**config.mk**
```make
export PLATFORM = sky130hd
export DESIGN_NAME = variable_length_code_bit_packer_top
export DESIGN_NICKNAME = d
export VERILOG_FILES = /design/src/vlcp_pkg.sv /design/src/vlcp_front.sv /design/src/vlcp_queue.sv /design/src/vlcp_back.sv /design/src/variable_length_code_bit_packer_top.sv
export SDC_FILE = /design/constraint.sdc
export NUM_CORES = 1
export LEC_CHECK = 0
export ABC_AREA = 1
export BUFFER_PORTS_ARGS = -buffer_cell sky130_fd_sc_hd__clkbuf_2
export CAP_MARGIN = 20
export CORE_MARGIN = 3
export CORE_UTILIZATION = 25
export CTS_CLUSTER_DIAMETER = 100
export DETAILED_ROUTE_END_ITERATION = 10
export HOLD_SLACK_MARGIN = 0.06
export SYNTH_ARGS = -nofsm -noshare
export SYNTH_HDL_FRONTEND = slang
export SYNTH_HIERARCHICAL = 1
export SYNTH_SLANG_ARGS = --single-unit
```
**constraint.sdc**
```tcl
create_clock -name aclk -period 4.8 [get_ports aclk]
set_input_delay 0.96 -clock aclk [delete_from_list [all_inputs] [get_ports aclk]]
set_output_delay 0.96 -clock aclk [all_outputs]
set_load 0.1 [all_outputs]
```
**src/vlcp_pkg.sv**
```systemverilog
// ----------------------------------------------------------------------------
// vlcp_pkg
// Shared widths and types of the variable-length code bit packer.
// ----------------------------------------------------------------------------
package vlcp_pkg;

    localparam int CODE_W = 24;
    localparam int LEN_W  = 5;
    localparam int BYTE_W = 8;
    localparam int CNT_W  = 6;
    localparam int ACC_W  = 32;

    // one classified code request, as held in the queue
    typedef struct packed {
        logic [CODE_W-1:0] code;
        logic [LEN_W-1:0]  len;
        logic              flush;
    } item_t;

    // status of the back end, seen by the top level
    typedef struct packed {
        logic             emitting;
        logic [CNT_W-1:0] cnt;
    } back_stat_t;

endpackage

```
**src/vlcp_front.sv**
```systemverilog
// ----------------------------------------------------------------------------
// vlcp_front
// Classifies an incoming code request: saturates the length and masks the
// code bits above it.
// ----------------------------------------------------------------------------
module vlcp_front #(
    parameter int MAX_CODE_LEN = 24
) (
    input  logic [vlcp_pkg::CODE_W-1:0] code_bits,
    input  logic [vlcp_pkg::LEN_W-1:0]  code_length,
    input  logic                        flush,
    output vlcp_pkg::item_t             item
);

    localparam int LIM = (MAX_CODE_LEN < vlcp_pkg::CODE_W) ? MAX_CODE_LEN : vlcp_pkg::CODE_W;

    logic [vlcp_pkg::LEN_W-1:0]  len_sat;
    logic [vlcp_pkg::CODE_W-1:0] code_mask;

    always_comb begin
        len_sat   = (code_length > vlcp_pkg::LEN_W'(LIM)) ? vlcp_pkg::LEN_W'(LIM) : code_length;
        // all ones when the length covers the whole field
        code_mask = ~({vlcp_pkg::CODE_W{1'b1}} << len_sat);
        item.code  = code_bits & code_mask;
        item.len   = len_sat;
        item.flush = flush;
    end

endmodule

```
**src/vlcp_queue.sv**
```systemverilog
// ----------------------------------------------------------------------------
// vlcp_queue
// Two-entry queue of classified code requests between front and back end.
// ----------------------------------------------------------------------------
module vlcp_queue (
    input  logic            aclk,
    input  logic            aresetn,
    input  logic            wr_valid,
    output logic            wr_ready,
    input  vlcp_pkg::item_t wr_item,
    output logic            rd_valid,
    input  logic            rd_ready,
    output vlcp_pkg::item_t rd_item
);

    vlcp_pkg::item_t entries_reg [2];
    logic            wr_ptr_reg;
    logic            rd_ptr_reg;
    logic [1:0]      count_reg;
    logic [1:0]      count_next;
    logic            do_wr;
    logic            do_rd;

    assign wr_ready = (count_reg != 2'd2);
    assign rd_valid = (count_reg != 2'd0);
    assign rd_item  = entries_reg[rd_ptr_reg];
    assign do_wr    = wr_valid && wr_ready;
    assign do_rd    = rd_valid && rd_ready;

    always_comb begin
        count_next = count_reg;
        if (do_wr && !do_rd) begin
            count_next = count_reg + 2'd1;
        end else if (!do_wr && do_rd) begin
            count_next = count_reg - 2'd1;
        end
    end

    always_ff @(posedge aclk) begin
        if (!aresetn) begin
            wr_ptr_reg <= 1'b0;
            rd_ptr_reg <= 1'b0;
            count_reg  <= 2'd0;
        end else begin
            count_reg <= count_next;
            if (do_wr) begin
                wr_ptr_reg <= ~wr_ptr_reg;
            end
            if (do_rd) begin
                rd_ptr_reg <= ~rd_ptr_reg;
            end
        end
    end

    always_ff @(posedge aclk) begin
        if (do_wr) begin
            entries_reg[wr_ptr_reg] <= wr_item;
        end
    end

endmodule

```
**src/vlcp_back.sv**
```systemverilog
// ----------------------------------------------------------------------------
// vlcp_back
// Packer: merges a code into the bit accumulator, then emits bytes through a
// single output register, one per cycle unless blocked, plus a flush pad byte.
// ----------------------------------------------------------------------------
module vlcp_back (
    input  logic                        aclk,
    input  logic                        aresetn,
    input  logic                        q_valid,
    output logic                        q_ready,
    input  vlcp_pkg::item_t             q_item,
    output logic                        m_valid,
    input  logic                        m_ready,
    output logic [vlcp_pkg::BYTE_W-1:0] m_out_byte,
    output logic                        m_last,
    output vlcp_pkg::back_stat_t        stat
);

    typedef enum logic {
        ST_LOAD,
        ST_EMIT
    } state_t;

    localparam logic [vlcp_pkg::CNT_W-1:0] BYTE_CNT = vlcp_pkg::CNT_W'(vlcp_pkg::BYTE_W);

    state_t                        state_reg,  state_next;
    logic [vlcp_pkg::ACC_W-1:0]    acc_reg,    acc_next;
    logic [vlcp_pkg::CNT_W-1:0]    cnt_reg,    cnt_next;
    logic                          flush_reg,  flush_next;
    logic                          valid_reg,  valid_next;
    logic [vlcp_pkg::BYTE_W-1:0]   byte_reg,   byte_next;
    logic                          last_reg,   last_next;

    logic                          out_free;
    logic [vlcp_pkg::BYTE_W-1:0]   pend_mask;
    logic [vlcp_pkg::ACC_W-1:0]    merged;
    logic [vlcp_pkg::BYTE_W-1:0]   data_byte;
    logic [vlcp_pkg::BYTE_W-1:0]   pad_byte;

    assign out_free = !valid_reg || m_ready;
    assign q_ready  = (state_reg == ST_LOAD);

    always_comb begin
        // between items at most one byte is pending
        pend_mask = ~({vlcp_pkg::BYTE_W{1'b1}} << cnt_reg);
        merged    = ({{(vlcp_pkg::ACC_W-vlcp_pkg::BYTE_W){1'b0}}, acc_reg[7:0] & pend_mask}
                     << q_item.len)
                  | {{(vlcp_pkg::ACC_W-vlcp_pkg::CODE_W){1'b0}}, q_item.code};
        data_byte = vlcp_pkg::BYTE_W'(acc_reg >> (cnt_reg - BYTE_CNT));
        pad_byte  = acc_reg[7:0] << (BYTE_CNT - cnt_reg);
    end

    always_comb begin
        state_next = state_reg;
        acc_next   = acc_reg;
        cnt_next   = cnt_reg;
        flush_next = flush_reg;
        valid_next = valid_reg && !m_ready;
        byte_next  = byte_reg;
        last_next  = last_reg;
        case (state_reg)
            ST_LOAD: begin
                if (q_valid) begin
                    acc_next   = merged;
                    cnt_next   = cnt_reg + vlcp_pkg::CNT_W'(q_item.len);
                    flush_next = q_item.flush;
                    state_next = ST_EMIT;
                end
            end
            ST_EMIT: begin
                if (cnt_reg > BYTE_CNT) begin
                    if (out_free) begin
                        valid_next = 1'b1;
                        byte_next  = data_byte;
                        last_next  = 1'b0;
                        cnt_next   = cnt_reg - BYTE_CNT;
                    end
                end else if (flush_reg) begin
                    if (out_free) begin
                        valid_next = 1'b1;
                        byte_next  = pad_byte;
                        last_next  = 1'b1;
                        acc_next   = '0;
                        cnt_next   = '0;
                        flush_next = 1'b0;
                        state_next = ST_LOAD;
                    end
                end else begin
                    state_next = ST_LOAD;
                end
            end
            default: begin
                state_next = ST_LOAD;
            end
        endcase
    end

    always_ff @(posedge aclk) begin
        if (!aresetn) begin
            state_reg <= ST_LOAD;
            acc_reg   <= '0;
            cnt_reg   <= '0;
            flush_reg <= 1'b0;
            valid_reg <= 1'b0;
        end else begin
            state_reg <= state_next;
            acc_reg   <= acc_next;
            cnt_reg   <= cnt_next;
            flush_reg <= flush_next;
            valid_reg <= valid_next;
        end
        byte_reg <= byte_next;
        last_reg <= last_next;
    end

    assign m_valid       = valid_reg;
    assign m_out_byte    = byte_reg;
    assign m_last        = last_reg;
    assign stat.emitting = (state_reg == ST_EMIT);
    assign stat.cnt      = cnt_reg;

endmodule

```
**src/variable_length_code_bit_packer_top.sv**
```systemverilog
// An accepted code request is written into the queue; the packer merges it into
// the accumulator, and its first byte leaves through the output register on m_.
// The packer merges an item, sends its bytes and closes it with the flush byte
// or a return to load; only then does it take the next item from the queue.
// Reset: synchronous, active low; clears queue, accumulator, pending count and
// output valid, so the first stream starts empty.
// ----------------------------------------------------------------------------
// variable_length_code_bit_packer_top
// Packs right-aligned variable-length codes MSB-first into bytes.
// ----------------------------------------------------------------------------
module variable_length_code_bit_packer_top #(
    parameter int MAX_CODE_LEN = 24
) (
    input  logic                        aclk,
    input  logic                        aresetn,
    input  logic                        s_valid,
    output logic                        s_ready,
    input  logic [vlcp_pkg::CODE_W-1:0] s_code_bits,
    input  logic [vlcp_pkg::LEN_W-1:0]  s_code_length,
    input  logic                        s_flush,
    output logic                        m_valid,
    input  logic                        m_ready,
    output logic [vlcp_pkg::BYTE_W-1:0] m_out_byte,
    output logic                        m_last
);

    vlcp_pkg::item_t      front_item;
    vlcp_pkg::item_t      q_item;
    logic                 q_valid;
    logic                 q_ready;
    vlcp_pkg::back_stat_t stat;

    vlcp_front #(
        .MAX_CODE_LEN(MAX_CODE_LEN)
    ) u_front (
        .code_bits  (s_code_bits),
        .code_length(s_code_length),
        .flush      (s_flush),
        .item       (front_item)
    );

    vlcp_queue u_queue (
        .aclk    (aclk),
        .aresetn (aresetn),
        .wr_valid(s_valid),
        .wr_ready(s_ready),
        .wr_item (front_item),
        .rd_valid(q_valid),
        .rd_ready(q_ready),
        .rd_item (q_item)
    );

    vlcp_back u_back (
        .aclk      (aclk),
        .aresetn   (aresetn),
        .q_valid   (q_valid),
        .q_ready   (q_ready),
        .q_item    (q_item),
        .m_valid   (m_valid),
        .m_ready   (m_ready),
        .m_out_byte(m_out_byte),
        .m_last    (m_last),
        .stat      (stat)
    );

    // pending bits never exceed one byte plus a full-length code
    a_cnt_bound: assert property (@(posedge aclk) disable iff (!aresetn)
        stat.cnt <= 6'd32)
        else $error("pending count out of range");

    // between items no more than one byte stays pending
    a_idle_cnt: assert property (@(posedge aclk) disable iff (!aresetn)
        !stat.emitting |-> stat.cnt <= 6'd8)
        else $error("packer idle with more than a byte pending");

    // hold the pending count while the output register is blocked
    a_hold_blocked: assert property (@(posedge aclk) disable iff (!aresetn)
        (stat.emitting && stat.cnt > 6'd8 && m_valid && !m_ready) |=> $stable(stat.cnt))
        else $error("byte emitted while output blocked");

endmodule
```
* After elaboration in Yosys (flattened, before gate mapping)
Memory sizes are Yosys's and may differ from the RTL's. A register that Yosys moved wholly into a read port is not among the register bits. Cells that the tools add are included.
Storage, ports and cells: register bits after elaboration 54, memory bits (writable) 60, input bits 34, output and inout port bits 11, logic and storage cells 92, memories kept 1
Cells by class: add/sub/neg operators 5, magnitude comparators 2, equal/unequal tests 6, shift operators 5, multiplexer cells 38, bitwise gates (word level) 8, reductions and logical operators 17
Memories:
- u_queue.entries_reg | words 2, width 30, rd ports 1, clocked after Yosys merged registers in 1, write ports 1, RTL line vlcp_queue.sv:16 | vlcp_pkg::item_t entries_reg [2];
Operators with widths (count):
- two-way mux 32 bit | 4
- one-hot mux 32 bit (2 select lines) | 1
- two-way mux 8 bit | 4
- OR 32 x 24 -> 32 bit | 1
- left shift 8 x 5 -> 32 bit | 1
- >> shifter 32 x 6 -> 8 bit | 1
- two-way mux 6 bit | 5
- AND 24 bit | 1
- inverter 24 bit | 1
- left shift 24 x 5 -> 24 bit (first input constant) | 1
- two-way mux 1 bit | 18
- one-hot mux 6 bit (2 select lines) | 1
- AND 8 bit | 1
- inequality test 2 bit (second input constant) | 4
- inverter 8 bit | 1
- left shift 8 x 6 -> 8 bit | 1
- left shift 8 x 6 -> 8 bit (first input constant) | 1
- adder 6 x 5 -> 6 bit | 1
- greater-than comparator 6 x 4 -> 1 bit (second input constant) | 1
- AND reduction 3 bit | 2
- nonzero test 2 bit | 3
- subtractor 4 x 6 -> 6 bit (first input constant) | 1
- subtractor 6 x 4 -> 6 bit (second input constant) | 1
- greater-than comparator 5 bit (second input constant) | 1
- other kinds (13) | 24

* Longest topological paths before layout
word-level depth 7, depth in mapped cells 15, depth with buffers taken out 14

* By module
Netlist, hierarchy kept.
By module, submodules not included:
- vlcp_back | times used 1, cells an instance 752, area each 4519.3 µm², sequential area each 1091.0 µm²
- vlcp_queue | times used 1, cells an instance 130, area each 2531.2 µm², sequential area each 1901.8 µm²
- vlcp_front | times used 1, cells an instance 74, area each 344.1 µm², sequential area each 0.0 µm²

* Least setup slack after synthesis
Ideal clock, no wire load.
kind input -> register, from input port s_valid, to memory u_queue/entries_reg[0][0] (netlist bit) (enable), setup time 417 ps, arrival time 2333 ps, required time 4383 ps, setup slack 2050 ps, cell stages on the path 2, buffers on the path 0, cells stage by stage nand2_2 nor2_1
On the way: cells in the longest elaborated chain, start to end 3
Ends and longest elaborated chain:
- from (decl) | RTL line variable_length_code_bit_packer_top.sv:16 | input logic s_valid,
- logical AND 1 bit | RTL line vlcp_queue.sv:27 | assign do_wr = wr_valid && wr_ready;
- two-way mux 1 bit | RTL line vlcp_queue.sv:56 | if (do_wr) begin
- two-way mux 1 bit (implied by the code) | RTL line vlcp_queue.sv:57 | entries_reg[wr_ptr_reg] <= wr_item;
- to (decl) | RTL line vlcp_queue.sv:16
No other way between the ends.

==> impl_metrics.csv <==
group,metric,value,unit
outcome,status,"completed",
route,drt_wl_total,20.1,mm
power,pwr-share-clk,0.218,
floorplan,die_h,178,microns
min_path,hold_class,"reg -> reg",
power,p_seq_frac,0.255,
synthesis,yosys_warnings,6,
sta,timing.hold.ws,469,ps
placed_design,io_buffers,44,
route,wire_per_inst,14.6,microns
setup_path,crit_path_start_kind,"flop",
sta,finalMaxSlewViolations,0,
floorplan,fp.coreArea,28900,sq um
floorplan,die_area,31600,sq um
cts,cts_sinks,115,
final_layout,fillers,3125,
global_routing,grt_use_total,0.128,
sta,worst_pin_slew,819,ps
power,power_leakage,0.00356,uW
setup_path,crit_required,5110,ps
setup_path,worstPathMaxFanout,19,
sta,slew_headroom,0.453,
route,drtIter0Drc,561,
cts,ctsResizeCount,0,
synthesis,synth_fp_nets,1000,
cts,clock_latency,420,ps
synthesis,synth_area,7390,sq um
setup_path,arrival,3240,ps
route,vias,6459,
floorplan,start_util,0.255,
final_layout,nets,1020,
floorplan,fp.dieW,178,microns
route,drc,0,
global_routing,antenna_found_initial,0,
final_layout,drive_gt1_frac,0.160,
floorplan,row_count,62,
route,via_per_inst,4.71,
sta,grt_setup_unrepaired,"false",
run,maxCapViolations,0,
placed_design,dp_hpwl,14.7,mm
cts,cts_setup_buffers,0,
cts,clkTransAtPathRegs,60,ps
setup_path,worst_setup_path_end_kind,"flop",
route,firstDrtPassIters,5,
sta,hold_viol_final,0,
global_routing,grt_pass1_wl,31.9,mm
final_layout,antenna_cells,0,
global_routing,grt_overflow,0,
power,combPwrFrac,0.528,
synthesis,syn_avg_cell_area,7.74,sq um
power,p_int,3110,uW
cts,cts_made_buffers,17,
sta,timing.final.crit_share,0.611,
min_path,min_from,"u_back/acc_reg[8]",
final_layout,area_growth,14.1,%
sta,max_clock_freq,341,MHz
route,ant_nets,0,
power,p_sw,2970,uW
global_routing,grt_max_degree,41,
global_routing,grt_pass1_vias,5972,
setup_path,path_class,"reg -> reg",
cts,htree_levels,4,
power,switching_share,0.488,
cts,cts_tree,"done",
cts,cts-root-buf,"clkbuf_16",
final_layout,largest_reg_flops,60,
sta,fin_skew,14.7,ps
final_layout,fin_util,0.291,
cts,clock_path_buffers,2,
synthesis,syn_inst,955,
cts,cts_hold_buffers,0,
sta,setup_tns,0,ps
sta,setup_violations,0,
floorplan,pin_count,45,
sta,fin_crit,2930,ps
power,pwr_density_cell,720,nW/um^2
power,ir_drop,308,uV
placed_design,routabilityCongestion,0.885,
-- area by class of cell --
type	instances	area, sq um	area share
flip-flops and latches	115	2990	0.355
clock inverters	15	183	0.0217
well taps	384	480	0.0570
inverters	87	329	0.0390
multi-input cells	702	3740	0.443
clock buffers	17	425	0.0505
repair buffers	52	280	0.0332
-- worst max-delay path: stages (launching register included) --
cell and delay, ps:
dfxtp_2 560, buf_4 410, mux2_4 430, ha_1 380, nand2_1 70, nand2_1 70
a31oi_1 50, or2_2 290, nand2_1 70, a21oi_1 70, or2_2 270, nand3_1 70
a21oi_1 70
-- per-stage QoR --
| step | setup slack, ps | std cells | instance area [sq um] | total power [uW] |
|---|---|---|---|---|
| after floorplan | 2050 | 955 | 7390 | 4090 |
| after global placement | 1890 | 1340 | 7820 | 4730 |
| after detailed placement | 1880 | 1340 | 7820 | 4720 |
| after CTS | 1870 | 1372 | 8430 | 6070 |
| after global routing | 1720 | 1372 | 8430 | 6540 |
| final | 1870 | 1372 | 8430 | 6070 |
-- power groups by stage --
stage / registers, uW / clock network, uW / logic (uW)
detailed placement: 1560 / 0 / 3160
global route: 1580 / 1400 / 3570
finish: 1550 / 1320 / 3200
floorplan: 1620 / 0 / 2470
global placement: 1560 / 0 / 3170
CTS: 1540 / 1350 / 3180
-- layout by cell type (no fill, tap or decap), types with 8 or more instances in the layout --
master and n:
o2111ai_1 9, a21oi_1 61, o21ai_0 51, nand3_1 94, clkbuf_16 17, nor2_1 46
inv_1 72, o211ai_1 8, o21ai_1 20, edfxtp_1 69, inv_2 11, mux2_4 30
buf_4 8, dfxtp_1 45, ha_1 10, nand2_1 294, nand4_1 13, clkbuf_2 44
a31oi_1 8
-- final timing paths --
check             slack (ps)  cells after the start                end
setup / recovery        1870                     12  u_back/cnt_reg[5]
hold / removal           470                      2  u_back/acc_reg[8]
setup reg to reg        1870                     12  u_back/cnt_reg[5]
hold reg to reg          470                      2  u_back/acc_reg[8]
-- metal layers --
layer / GRT usage / wire, microns / vias to the layer above
li1: - / - / 3266
met3: 0.0248 / 1180 / 28
met5: 0 / 0 / -
met4: 0.0406 / 372 / 0
met1: 0.184 / 9890 / 2937
met2: 0.192 / 8650 / 228
(Power assumes the default switching activity.)
